`config.mk`:
```
export PLATFORM = sky130hd
export DESIGN_NAME = k_transaction_max_profit_dp_core
export DESIGN_NICKNAME = d
export VERILOG_FILES = /design/src/rtl/ktmp_pkg.sv /design/src/rtl/k_transaction_max_profit_dp_core.sv
export SDC_FILE = /design/constraint.sdc
export NUM_CORES = 2
export LEC_CHECK = 0
export ABC_AREA = 1
export BUFFER_PORTS_ARGS = -buffer_cell sky130_fd_sc_hd__buf_2
export CAP_MARGIN = 20
export CORE_ASPECT_RATIO = 1.5
export CORE_MARGIN = 2
export CORE_UTILIZATION = 45
export CTS_CLUSTER_DIAMETER = 100
export DETAILED_ROUTE_END_ITERATION = 12
export MAX_ROUTING_LAYER = met4
export PLACE_DENSITY_LB_ADDON = 0.05
export SYNTH_ARGS = -nofsm -noshare
export SYNTH_HDL_FRONTEND = slang
export SYNTH_SLANG_ARGS = --single-unit
```
`constraint.sdc`:
```
create_clock -name clk_i -period 12.05 [get_ports clk_i]
set_clock_uncertainty 0.2 [all_clocks]
set_input_delay 1.8075 -clock clk_i [delete_from_list [all_inputs] [get_ports clk_i]]
set_output_delay 1.8075 -clock clk_i [all_outputs]
set_load 0.03 [all_outputs]
```
`src/rtl/ktmp_pkg.sv`:
```
// Package with the shared widths and the config reset value of the k-transaction profit core.
`timescale 1ns / 1ps

package ktmp_pkg;

  localparam int unsigned CFG_BITS = 4;
  localparam int unsigned OUT_BITS = 32;
  localparam logic [CFG_BITS-1:0] CFG_RESET = CFG_BITS'(2);

endpackage : ktmp_pkg

```
`src/rtl/k_transaction_max_profit_dp_core.sv`:
```
// Top level of the k-transaction best-profit core, one price word per cycle unless stalled.
//
//  channel  | handshake                    | payload
//  ---------+------------------------------+---------------------------
//  input    | in_valid_i / in_stall_o      | price_i, last_i
//  output   | out_valid_o / out_stall_i    | profit_o
//  config   | cfg_valid_i / cfg_ready_o    | max_transactions_i
//
// One word is taken per cycle unless in_stall_o is high; profit_o is a registered output.
// All transaction counts update together in the single stage behind the input register.
// The input stalls only when a last word waits on a full, stalled output register.
// Reset clears the input and output valids and all profit state; the limit resets to 2.
`timescale 1ns / 1ps

module k_transaction_max_profit_dp_core
  import ktmp_pkg::*;
#(
  parameter int unsigned MAX_TRANS   = 8,
  parameter int unsigned PRICE_BITS  = 16,
  parameter int unsigned PROFIT_BITS = 32
) (
  input  logic                  clk_i,
  input  logic                  rst_ni,
  input  logic                  in_valid_i,
  output logic                  in_stall_o,
  input  logic [PRICE_BITS-1:0] price_i,
  input  logic                  last_i,
  output logic                  out_valid_o,
  input  logic                  out_stall_i,
  output logic [OUT_BITS-1:0]   profit_o,
  input  logic                  cfg_valid_i,
  output logic                  cfg_ready_o,
  input  logic [CFG_BITS-1:0]   max_transactions_i
);

  localparam int unsigned WIDE_BITS =
      ((PROFIT_BITS > PRICE_BITS) ? PROFIT_BITS : PRICE_BITS) + 3;
  localparam int unsigned SEL_BITS =
      ((PROFIT_BITS > OUT_BITS) ? PROFIT_BITS : OUT_BITS) + 1;
  localparam logic signed [WIDE_BITS-1:0] PROFIT_MAX_W =
      {{(WIDE_BITS-PROFIT_BITS){1'b0}}, {PROFIT_BITS{1'b1}}};
  localparam logic [SEL_BITS-1:0] OUT_MAX_S =
      {{(SEL_BITS-OUT_BITS){1'b0}}, {OUT_BITS{1'b1}}};

  logic                   s1_valid_q;
  logic [PRICE_BITS-1:0]  s1_price_q;
  logic                   s1_last_q;
  logic                   s1_adv;
  logic                   out_free;

  logic [CFG_BITS-1:0]    max_trans_q;

  logic [PROFIT_BITS-1:0] total_q  [MAX_TRANS];
  logic [PROFIT_BITS-1:0] total_d  [MAX_TRANS];
  logic [PROFIT_BITS-1:0] ending_q [MAX_TRANS];
  logic [PROFIT_BITS-1:0] ending_d [MAX_TRANS];
  logic [PRICE_BITS-1:0]  prev_price_q;
  logic                   have_prev_q;

  logic                   out_valid_q;
  logic [OUT_BITS-1:0]    profit_q;
  logic [OUT_BITS-1:0]    profit_d;

  assign out_free    = !out_valid_q || !out_stall_i;
  assign s1_adv      = s1_valid_q && (!s1_last_q || out_free);
  assign in_stall_o  = s1_valid_q && !s1_adv;
  assign cfg_ready_o = 1'b1;
  assign out_valid_o = out_valid_q;
  assign profit_o    = profit_q;

  always_ff @(posedge clk_i or negedge rst_ni) begin
    if (!rst_ni) begin
      s1_valid_q <= 1'b0;
    end else if (!in_stall_o) begin
      s1_valid_q <= in_valid_i;
    end
  end

  always_ff @(posedge clk_i) begin
    if (in_valid_i && !in_stall_o) begin
      s1_price_q <= price_i;
      s1_last_q  <= last_i;
    end
  end

  always_ff @(posedge clk_i or negedge rst_ni) begin
    if (!rst_ni) begin
      max_trans_q <= CFG_RESET;
    end else if (cfg_valid_i && cfg_ready_o) begin
      max_trans_q <= max_transactions_i;
    end
  end

  always_comb begin
    logic signed [WIDE_BITS-1:0] diff;
    logic signed [WIDE_BITS-1:0] gain;
    logic signed [WIDE_BITS-1:0] below;
    logic signed [WIDE_BITS-1:0] open_new;
    logic signed [WIDE_BITS-1:0] extend;
    logic signed [WIDE_BITS-1:0] best;
    diff = $signed({{(WIDE_BITS-PRICE_BITS){1'b0}}, s1_price_q})
         - $signed({{(WIDE_BITS-PRICE_BITS){1'b0}}, prev_price_q});
    gain = (diff > 0) ? diff : '0;
    for (int j = 0; j < MAX_TRANS; j++) begin
      if (j == 0) begin
        below = '0;
      end else begin
        below = $signed({{(WIDE_BITS-PROFIT_BITS){1'b0}}, total_q[j-1]});
      end
      open_new = below + gain;
      extend   = $signed({{(WIDE_BITS-PROFIT_BITS){1'b0}}, ending_q[j]}) + diff;
      best     = (open_new > extend) ? open_new : extend;
      if (!have_prev_q) begin
        ending_d[j] = ending_q[j];
      end else if (best <= 0) begin
        ending_d[j] = '0;
      end else if (best > PROFIT_MAX_W) begin
        ending_d[j] = {PROFIT_BITS{1'b1}};
      end else begin
        ending_d[j] = best[PROFIT_BITS-1:0];
      end
      total_d[j] = (ending_d[j] > total_q[j]) ? ending_d[j] : total_q[j];
    end
  end

  always_comb begin
    logic [PROFIT_BITS-1:0] sel;
    logic [SEL_BITS-1:0]    sel_ext;
    sel = '0;
    for (int j = 0; j < MAX_TRANS; j++) begin
      if ({{(32-CFG_BITS){1'b0}}, max_trans_q} == 32'(j + 1)) begin
        sel = total_d[j];
      end
    end
    if ({{(32-CFG_BITS){1'b0}}, max_trans_q} > 32'(MAX_TRANS)) begin
      sel = total_d[MAX_TRANS-1];
    end
    sel_ext  = {{(SEL_BITS-PROFIT_BITS){1'b0}}, sel};
    profit_d = (sel_ext > OUT_MAX_S) ? {OUT_BITS{1'b1}} : sel_ext[OUT_BITS-1:0];
  end

  always_ff @(posedge clk_i or negedge rst_ni) begin
    if (!rst_ni) begin
      for (int j = 0; j < MAX_TRANS; j++) begin
        total_q[j]  <= '0;
        ending_q[j] <= '0;
      end
      prev_price_q <= '0;
      have_prev_q  <= 1'b0;
    end else if (s1_adv) begin
      if (s1_last_q) begin
        for (int j = 0; j < MAX_TRANS; j++) begin
          total_q[j]  <= '0;
          ending_q[j] <= '0;
        end
        prev_price_q <= '0;
        have_prev_q  <= 1'b0;
      end else begin
        total_q      <= total_d;
        ending_q     <= ending_d;
        prev_price_q <= s1_price_q;
        have_prev_q  <= 1'b1;
      end
    end
  end

  always_ff @(posedge clk_i or negedge rst_ni) begin
    if (!rst_ni) begin
      out_valid_q <= 1'b0;
    end else if (s1_adv && s1_last_q) begin
      out_valid_q <= 1'b1;
    end else if (!out_stall_i) begin
      out_valid_q <= 1'b0;
    end
  end

  always_ff @(posedge clk_i) begin
    if (s1_adv && s1_last_q) begin
      profit_q <= profit_d;
    end
  end

`ifndef SYNTHESIS
  a_last_fills_output: assert property (@(posedge clk_i) disable iff (!rst_ni)
    s1_adv && s1_last_q |=> out_valid_q)
    else $error("A finished series did not load the output register.");

  a_last_clears_series: assert property (@(posedge clk_i) disable iff (!rst_ni)
    s1_adv && s1_last_q |=> !have_prev_q && total_q[0] == '0)
    else $error("Series state was not cleared after the last word.");

  a_total_covers_ending: assert property (@(posedge clk_i) disable iff (!rst_ni)
    total_q[0] >= ending_q[0])
    else $error("Best total fell below the best profit ending today.");

  a_stall_needs_word: assert property (@(posedge clk_i) disable iff (!rst_ni)
    in_stall_o |-> s1_valid_q && s1_last_q && out_valid_q)
    else $error("Input stalled without a last word blocked on the output.");
`endif

endmodule : k_transaction_max_profit_dp_core
```
Word level (Yosys, flattened, before mapping)
Index checks and enable logic that the tools add are counted.
{ "word_totals": {"regBits": 584, "input_bits": 26} }
{ "classes": {"addsub": 16, "n_lt_le_gt_ge": 34, "n_eq_ne": 9, "n_mux": 56, "n_reduce_logical": 11} }
{ "ops": {"columns": ["op", "n"], "rows": [
  ["$mux W32", 41],
  ["$mux W256", 2],
  ["$mux W35", 9],
  ["$gt A35 B33 Y1 const B", 8],
  ["$gt A35 B34 Y1", 8],
  ["$le A35 B1 Y1 const B", 8],
  ["$add A33 B17 Y34", 8],
  ["$gt A32 B32 Y1", 8],
  ["$add A33 B35 Y35", 7],
  ["$gt A17 B1 Y1 const B", 1],
  ["$sub A16 B16 Y17", 1],
  ["$eq A4 B3 Y1 const B", 4],
  ["$mux W16", 1],
  ["$eq A4 B2 Y1 const B", 2],
  ["$logic_not A1 Y1", 5],
  ["$eq A4 B1 Y1 const B", 1],
  ["$eq A4 B4 Y1 const B", 1],
  ["$gt A4 B4 Y1 const B", 1],
  ["$logic_and A1 B1 Y1", 4],
  ["$mux W1", 3],
  ["$logic_or A1 B1 Y1", 2],
  ["$ne A2 B1 Y1 const B", 1]
]} }

Depth between registers and ports, before layout
{ "depth": {"ltp_word": 20, "mapped_depth": 76, "depth_no_buf": 73} }

Worst setup path before layout
No wires, ideal clock.
{ "synth_timing": {"path_type": "register -> register", "start": "reg s1_price_q[0]", "end": "reg profit_q[12], in the netlist profit_o[12], data pin", "t_arrival_ns": 8.412, "path_slack_ns": 3.170, "stages_incl_launch_ff": 53, "synth_period_minus_slack_ns": 8.880, "cell_sequence": "edfxtp_1 > inv_1 > ha_1 > fa_1 > inv_1 > nand3_1 > nand3_1 > nand2_1 > nand2_1 > nand3_1 > o211ai_2 > inv_2 > buf_4 > nor2_1 > ha_1 > a21oi_1 > o21ai_0 > a21oi_1 > (+17 left out) > nand2_1 > nor2_1 > nand3_2 > nand2_2 > inv_4 > buf_2 > nand3_1 > o21ai_1 > ha_1 > nand4_1 > nor4_1 > nand2_1 > o41ai_1 > inv_1 > clkbuf_1 > clkbuf_1 > o211ai_1 > nand4_1"} }
{ "synth_between": {"elab_chain_cells": 20} }
{ "synth_lines": {"columns": ["item", "line", "rtl"], "rows": [
  ["start: declaration", "k_transaction_max_profit_dp_core.sv:46", "logic [PRICE_BITS-1:0] s1_price_q;"],
  ["start signal: assignment", "k_transaction_max_profit_dp_core.sv:81", "s1_price_q <= price_i;"],
  ["$sub A16 B16 Y17 *", "k_transaction_max_profit_dp_core.sv:102", "- $signed({{(WIDE_BITS-PRICE_BITS){1'b0}}, prev_price_q});"],
  ["$gt A17 B1 Y1", "k_transaction_max_profit_dp_core.sv:103", "gain = (diff > 0) ? diff : '0;"],
  ["$mux W35", "k_transaction_max_profit_dp_core.sv:103", null],
  ["$add A33 B35 Y35 / $gt A35 B34 Y1 (equally long branches)", "k_transaction_max_profit_dp_core.sv:110, k_transaction_max_profit_dp_core.sv:112", null],
  ["$gt A35 B34 Y1 / $mux W35 (equally long branches)", "k_transaction_max_profit_dp_core.sv:112", "best = (open_new > extend) ? open_new : extend;"],
  ["$mux W35 / $gt A35 B33 Y1 (equally long branches)", "k_transaction_max_profit_dp_core.sv:112, k_transaction_max_profit_dp_core.sv:117", null],
  ["$gt A35 B33 Y1 / $mux W32 (equally long branches)", "k_transaction_max_profit_dp_core.sv:117", "end else if (best > PROFIT_MAX_W) begin"],
  ["$mux W32 (on tied branches)", "k_transaction_max_profit_dp_core.sv:117, k_transaction_max_profit_dp_core.sv:115", null],
  ["$mux W32 (on tied branches)", "k_transaction_max_profit_dp_core.sv:115, k_transaction_max_profit_dp_core.sv:113", null],
  ["$mux W32 / $gt A32 B32 Y1 (equally long branches)", "k_transaction_max_profit_dp_core.sv:113, k_transaction_max_profit_dp_core.sv:122", null],
  ["$gt A32 B32 Y1 / $mux W32 (equally long branches)", "k_transaction_max_profit_dp_core.sv:122", "total_d[j] = (ending_d[j] > total_q[j]) ? ending_d[j] : total_q[j];"],
  ["$mux W32 (on tied branches)", "k_transaction_max_profit_dp_core.sv:122, k_transaction_max_profit_dp_core.sv:131", null],
  ["$mux W32 (7 in series)", "k_transaction_max_profit_dp_core.sv:131", "if ({{(32-CFG_BITS){1'b0}}, max_trans_q} == 32'(j + 1)) begin"],
  ["$mux W32 *", "k_transaction_max_profit_dp_core.sv:135", "if ({{(32-CFG_BITS){1'b0}}, max_trans_q} > 32'(MAX_TRANS)) begin"],
  ["via profit_d[12]", "k_transaction_max_profit_dp_core.sv:62", "logic [OUT_BITS-1:0] profit_d;"],
  ["end signal: assignment", "k_transaction_max_profit_dp_core.sv:179", "profit_q <= profit_d;"],
  ["end: declaration", "k_transaction_max_profit_dp_core.sv:61", "logic [OUT_BITS-1:0] profit_q;"]
]} }
The timed path passes the listed nets; every way through them passes the cells marked *.
A chain may end at the register's enable or synchronous reset.

Worst setup path in the final report
{ "layout_timing": {"start": "reg prev_price_q[0]", "end": "reg profit_q[21], in the netlist profit_o[21], data pin"} }
{ "layout_between": {"elab_chain_cells": 20} }
{ "layout_lines": {"columns": ["item", "line", "rtl"], "rows": [
  ["start: declaration", "k_transaction_max_profit_dp_core.sv:57", "logic [PRICE_BITS-1:0] prev_price_q;"],
  ["start signal: assignment", "k_transaction_max_profit_dp_core.sv:161", "prev_price_q <= s1_price_q;"],
  ["$sub A16 B16 Y17 *", "k_transaction_max_profit_dp_core.sv:102", null],
  ["$gt A17 B1 Y1", "k_transaction_max_profit_dp_core.sv:103", null],
  ["$mux W35", "k_transaction_max_profit_dp_core.sv:103", null],
  ["$add A33 B35 Y35 / $gt A35 B34 Y1 (equally long branches)", "k_transaction_max_profit_dp_core.sv:110, k_transaction_max_profit_dp_core.sv:112", null],
  ["$gt A35 B34 Y1 / $mux W35 (equally long branches)", "k_transaction_max_profit_dp_core.sv:112", null],
  ["$mux W35 / $gt A35 B33 Y1 (equally long branches)", "k_transaction_max_profit_dp_core.sv:112, k_transaction_max_profit_dp_core.sv:117", null],
  ["$gt A35 B33 Y1 / $mux W32 (equally long branches)", "k_transaction_max_profit_dp_core.sv:117", null],
  ["$mux W32 (on tied branches)", "k_transaction_max_profit_dp_core.sv:117, k_transaction_max_profit_dp_core.sv:115", null],
  ["$mux W32 (on tied branches)", "k_transaction_max_profit_dp_core.sv:115, k_transaction_max_profit_dp_core.sv:113", null],
  ["$mux W32 / $gt A32 B32 Y1 (equally long branches)", "k_transaction_max_profit_dp_core.sv:113, k_transaction_max_profit_dp_core.sv:122", null],
  ["$gt A32 B32 Y1 / $mux W32 (equally long branches)", "k_transaction_max_profit_dp_core.sv:122", null],
  ["$mux W32 (on tied branches)", "k_transaction_max_profit_dp_core.sv:122, k_transaction_max_profit_dp_core.sv:131", null],
  ["$mux W32 (7 in series)", "k_transaction_max_profit_dp_core.sv:131", null],
  ["$mux W32 *", "k_transaction_max_profit_dp_core.sv:135", null],
  ["via profit_d[21]", "k_transaction_max_profit_dp_core.sv:62", null]
]} }
Marks and branches as above.

==> implementation parameters <==
Parameter                              Value

Run status
  Result of the run    finished, final reports clean

CTS
  CTS clock-pin slew for the worst setup and hold paths    0.07 ns
  Post-cts hold buffer count    0
  CTS HTree Levels    3
  TritonCTS clock tree    built
  Cell at the root of the clock tree    clkbuf_16
  Number of buffers added by the clock tree synthesis step    75
  Latest clock arrival within the worst-skew pair    0.71 ns
  Maximum clock path buffer count    3
  Sink Count    584

Detailed routing
  Via density per instance    5.97
  Average detailed-routed wire length per instance    26.2 µm
  Router iterations before antenna repair    10
  Final Routed Wirelength    410 mm
  DRT iter0 DRCs    8911
  Post-route ant nets    0
  Number of vias after detailed routing    93400
  Number of design rule violations left after detail routing    0

Yosys
  Top area cells in the synthesized netlist    nand2_1 (19%), dfrtp_1 (17%), ha_1 (16%)
  Number of distinct standard cells referenced by the synthesized netlist    72
  Area leader, netlist    nand2_1
  Most used standard cells in the synthesized netlist    nand2_1 (4029), inv_1 (1715), nand3_1 (1141)
  Most frequent cell after synthesis    nand2_1
  Average footprint of a synthesized cell    6.18 µm²
  Post-synth EDFFs    49
  Number of register bits inferred by synthesis    584
  Ys Warns    0
  Top_reg_cell synth    dfrtp_1
  Register area share after synthesis    0.185
  Gate count after technology mapping    13000
  Fraction of synthesized cell area taken by the top area cell type    0.188
  Post-Synthesis Cell Area    80500 µm²
  Fraction of synthesis flops using an asynchronous set or reset pin    0.916

Critical path
  Slowest cell on the critical path    buf_4
  Worst Path Max Fanout    32
  Crit path capture type    flip-flop
  Register-to-Register Setup Slack    0.45 ns
  Endpoint arrival time on the critical path    11.86 ns
  Critical path's most frequent cell    nand2_1
  Data required time at the worst endpoint    12.31 ns
  Launching element type of the critical path    flip-flop
  Setup CP Type    reg2reg
  Biggest cell delay along the critical path    0.48 ns

Cells and area
  Layout Nets    14400
  Util after Layout    0.495
  Area added between synthesis and finish    9.64%
  Layout cell share with drive strength beyond 1    0.0523
  Number of fillers in the final layout    18900

Worst hold path
  Worst hold path class    reg2reg

Timing
  Transition at the pin with the smallest max-transition slack    1.22 ns
  Final Hold Violating Endpoints    0
  # setup viols final    0
  Number of slew-limit violations in the final report    0
  Post-route clock period utilization    0.963
  Setup repair after global routing missed its margin    true
  Minimum clock period    11.60 ns
  Worst rel slew slack    0.182
  Highest clock frequency the design can meet    0.0862 GHz

Floorplanning
  Horizontal extent of the die    349 µm
  Core Area    178000 µm²
  Site row count    190
  Chip Height    522 µm
  I/O Pins    61
  Die ar.    182000 µm²
  Effective utilization at floorplan    0.452

GRT
  Overall global routing resource usage    0.452
  Vias in the first global route    91200
  Maximum number of pins on one net before global-route repair    190
  Global-route wire length before repair    589 mm
  Initial antenna violation count    23
  Global route total overflow    0

Placement
  Final GP Congestion    1.13
  Post-detailed-placement half-perimeter wirelength    336 mm
  Port-buffer cells    59

Flow run
  Max-cap violations    0
==> sequential cells by signal (all words and copies together) (netlist names) <==
signal / count
have_prev_q: 1
s1_price_q: 16
ending_q: 256
prev_price_q: 16
max_trans_q: 4
total_q: 256
s1_last_q: 1
profit_o: 32
out_valid_o: 1
s1_valid_q: 1
==> per-layer routing <==
metal,track usage,vias up,routed length (µm)
li1,-,43600,-
met1,0.427,43600,134000
met2,0.748,4355,193000
met3,0.0702,1894,25600
met4,0.497,0,57100
met5,-,-,0
==> through the flow <==
step | setup slack (ns) | instances | TNS (ns) | hold slack [ns] | area, µm²
floorplan | 3.17 | 13200 | 0 | 0.249 | 81000
global placement | -0.413 | 15500 | -1.81 | 0.262 | 85100
detailed placement | -0.390 | 15500 | -1.28 | 0.269 | 85100
CTS | 0.0406 | 15600 | 0 | 0.283 | 87800
global route | -0.0331 | 15700 | -0.128 | 0.302 | 88300
finish | 0.450 | 15700 | 0 | 0.285 | 88300
==> repair_timing <==
item / in CTS / in global routing
gates cloned: 0 / 2
resized for setup: 5 / 64
setup buffers: 3 / 14
pin swaps: 0 / 7
setup endpoints to repair: 13 / 37
==> cell usage in the layout, fill, tap and decap left out, types with 129 or more instances in the layout <==
master,instances
nand2_1,4022
inv_1,1706
nand3_1,1131
ha_1,1046
nor2_1,954
a21oi_1,796
o21ai_0,739
dfrtp_1,533
nand4_1,276
buf_4,270
xor2_1,190
conb_1,145
xnor2_1,129
==> final cells by class <==
class	count	area, µm²	share of cell area
diodes	15	37.5	0.000425
repair buffers	362	2960	0.0335
flip-flops and latches	584	14900	0.168
well taps	2304	2880	0.0327
clock buffers	103	2190	0.0248
multi-input cells	10500	58400	0.661
inverters	1727	6540	0.0741
clock inverters	37	423	0.00479
==> kinds of logic after synthesis <==
family,share of synthesized area
xor+xnor,0.0350
flops,0.185
simple gates,0.357
other cells,0.0000933
compound gates,0.155
buf+inv,0.102
fa+ha+maj,0.167
==> worst paths after layout <==
check                                                  from                        to  depth (start not counted)
worst max-delay path            prev_price_q[0]$_DFFE_PN0P_    profit_o[21]$_DFFE_PP_                         60
worst min-delay path                total_q[16]$_DFFE_PN0P_   total_q[16]$_DFFE_PN0P_                          2
worst max register to register  prev_price_q[0]$_DFFE_PN0P_    profit_o[21]$_DFFE_PP_                         60
worst min register to register      total_q[16]$_DFFE_PN0P_   total_q[16]$_DFFE_PN0P_                          2
max in group asynchronous                            rst_ni  ending_q[95]$_DFFE_PN0P_                          3
min in group asynchronous                            rst_ni  total_q[254]$_DFFE_PN0P_                          1
==> worst max-delay path: cells and delay by family (launching register included) <==
kind                       cells  cell delay [ns]
adders and majority gates      5             1.62
AOI/OAI and AO/OA              7             1.55
and+or+nand+nor               36             5.09
buffers and inverters         11             2.18
xor gates and xnor gates       1             0.26
DFF                            1             0.40
Power is left out: the tool's default activity adds up to more than one toggle a clock period on the data nets, which glitch-free logic cannot reach.
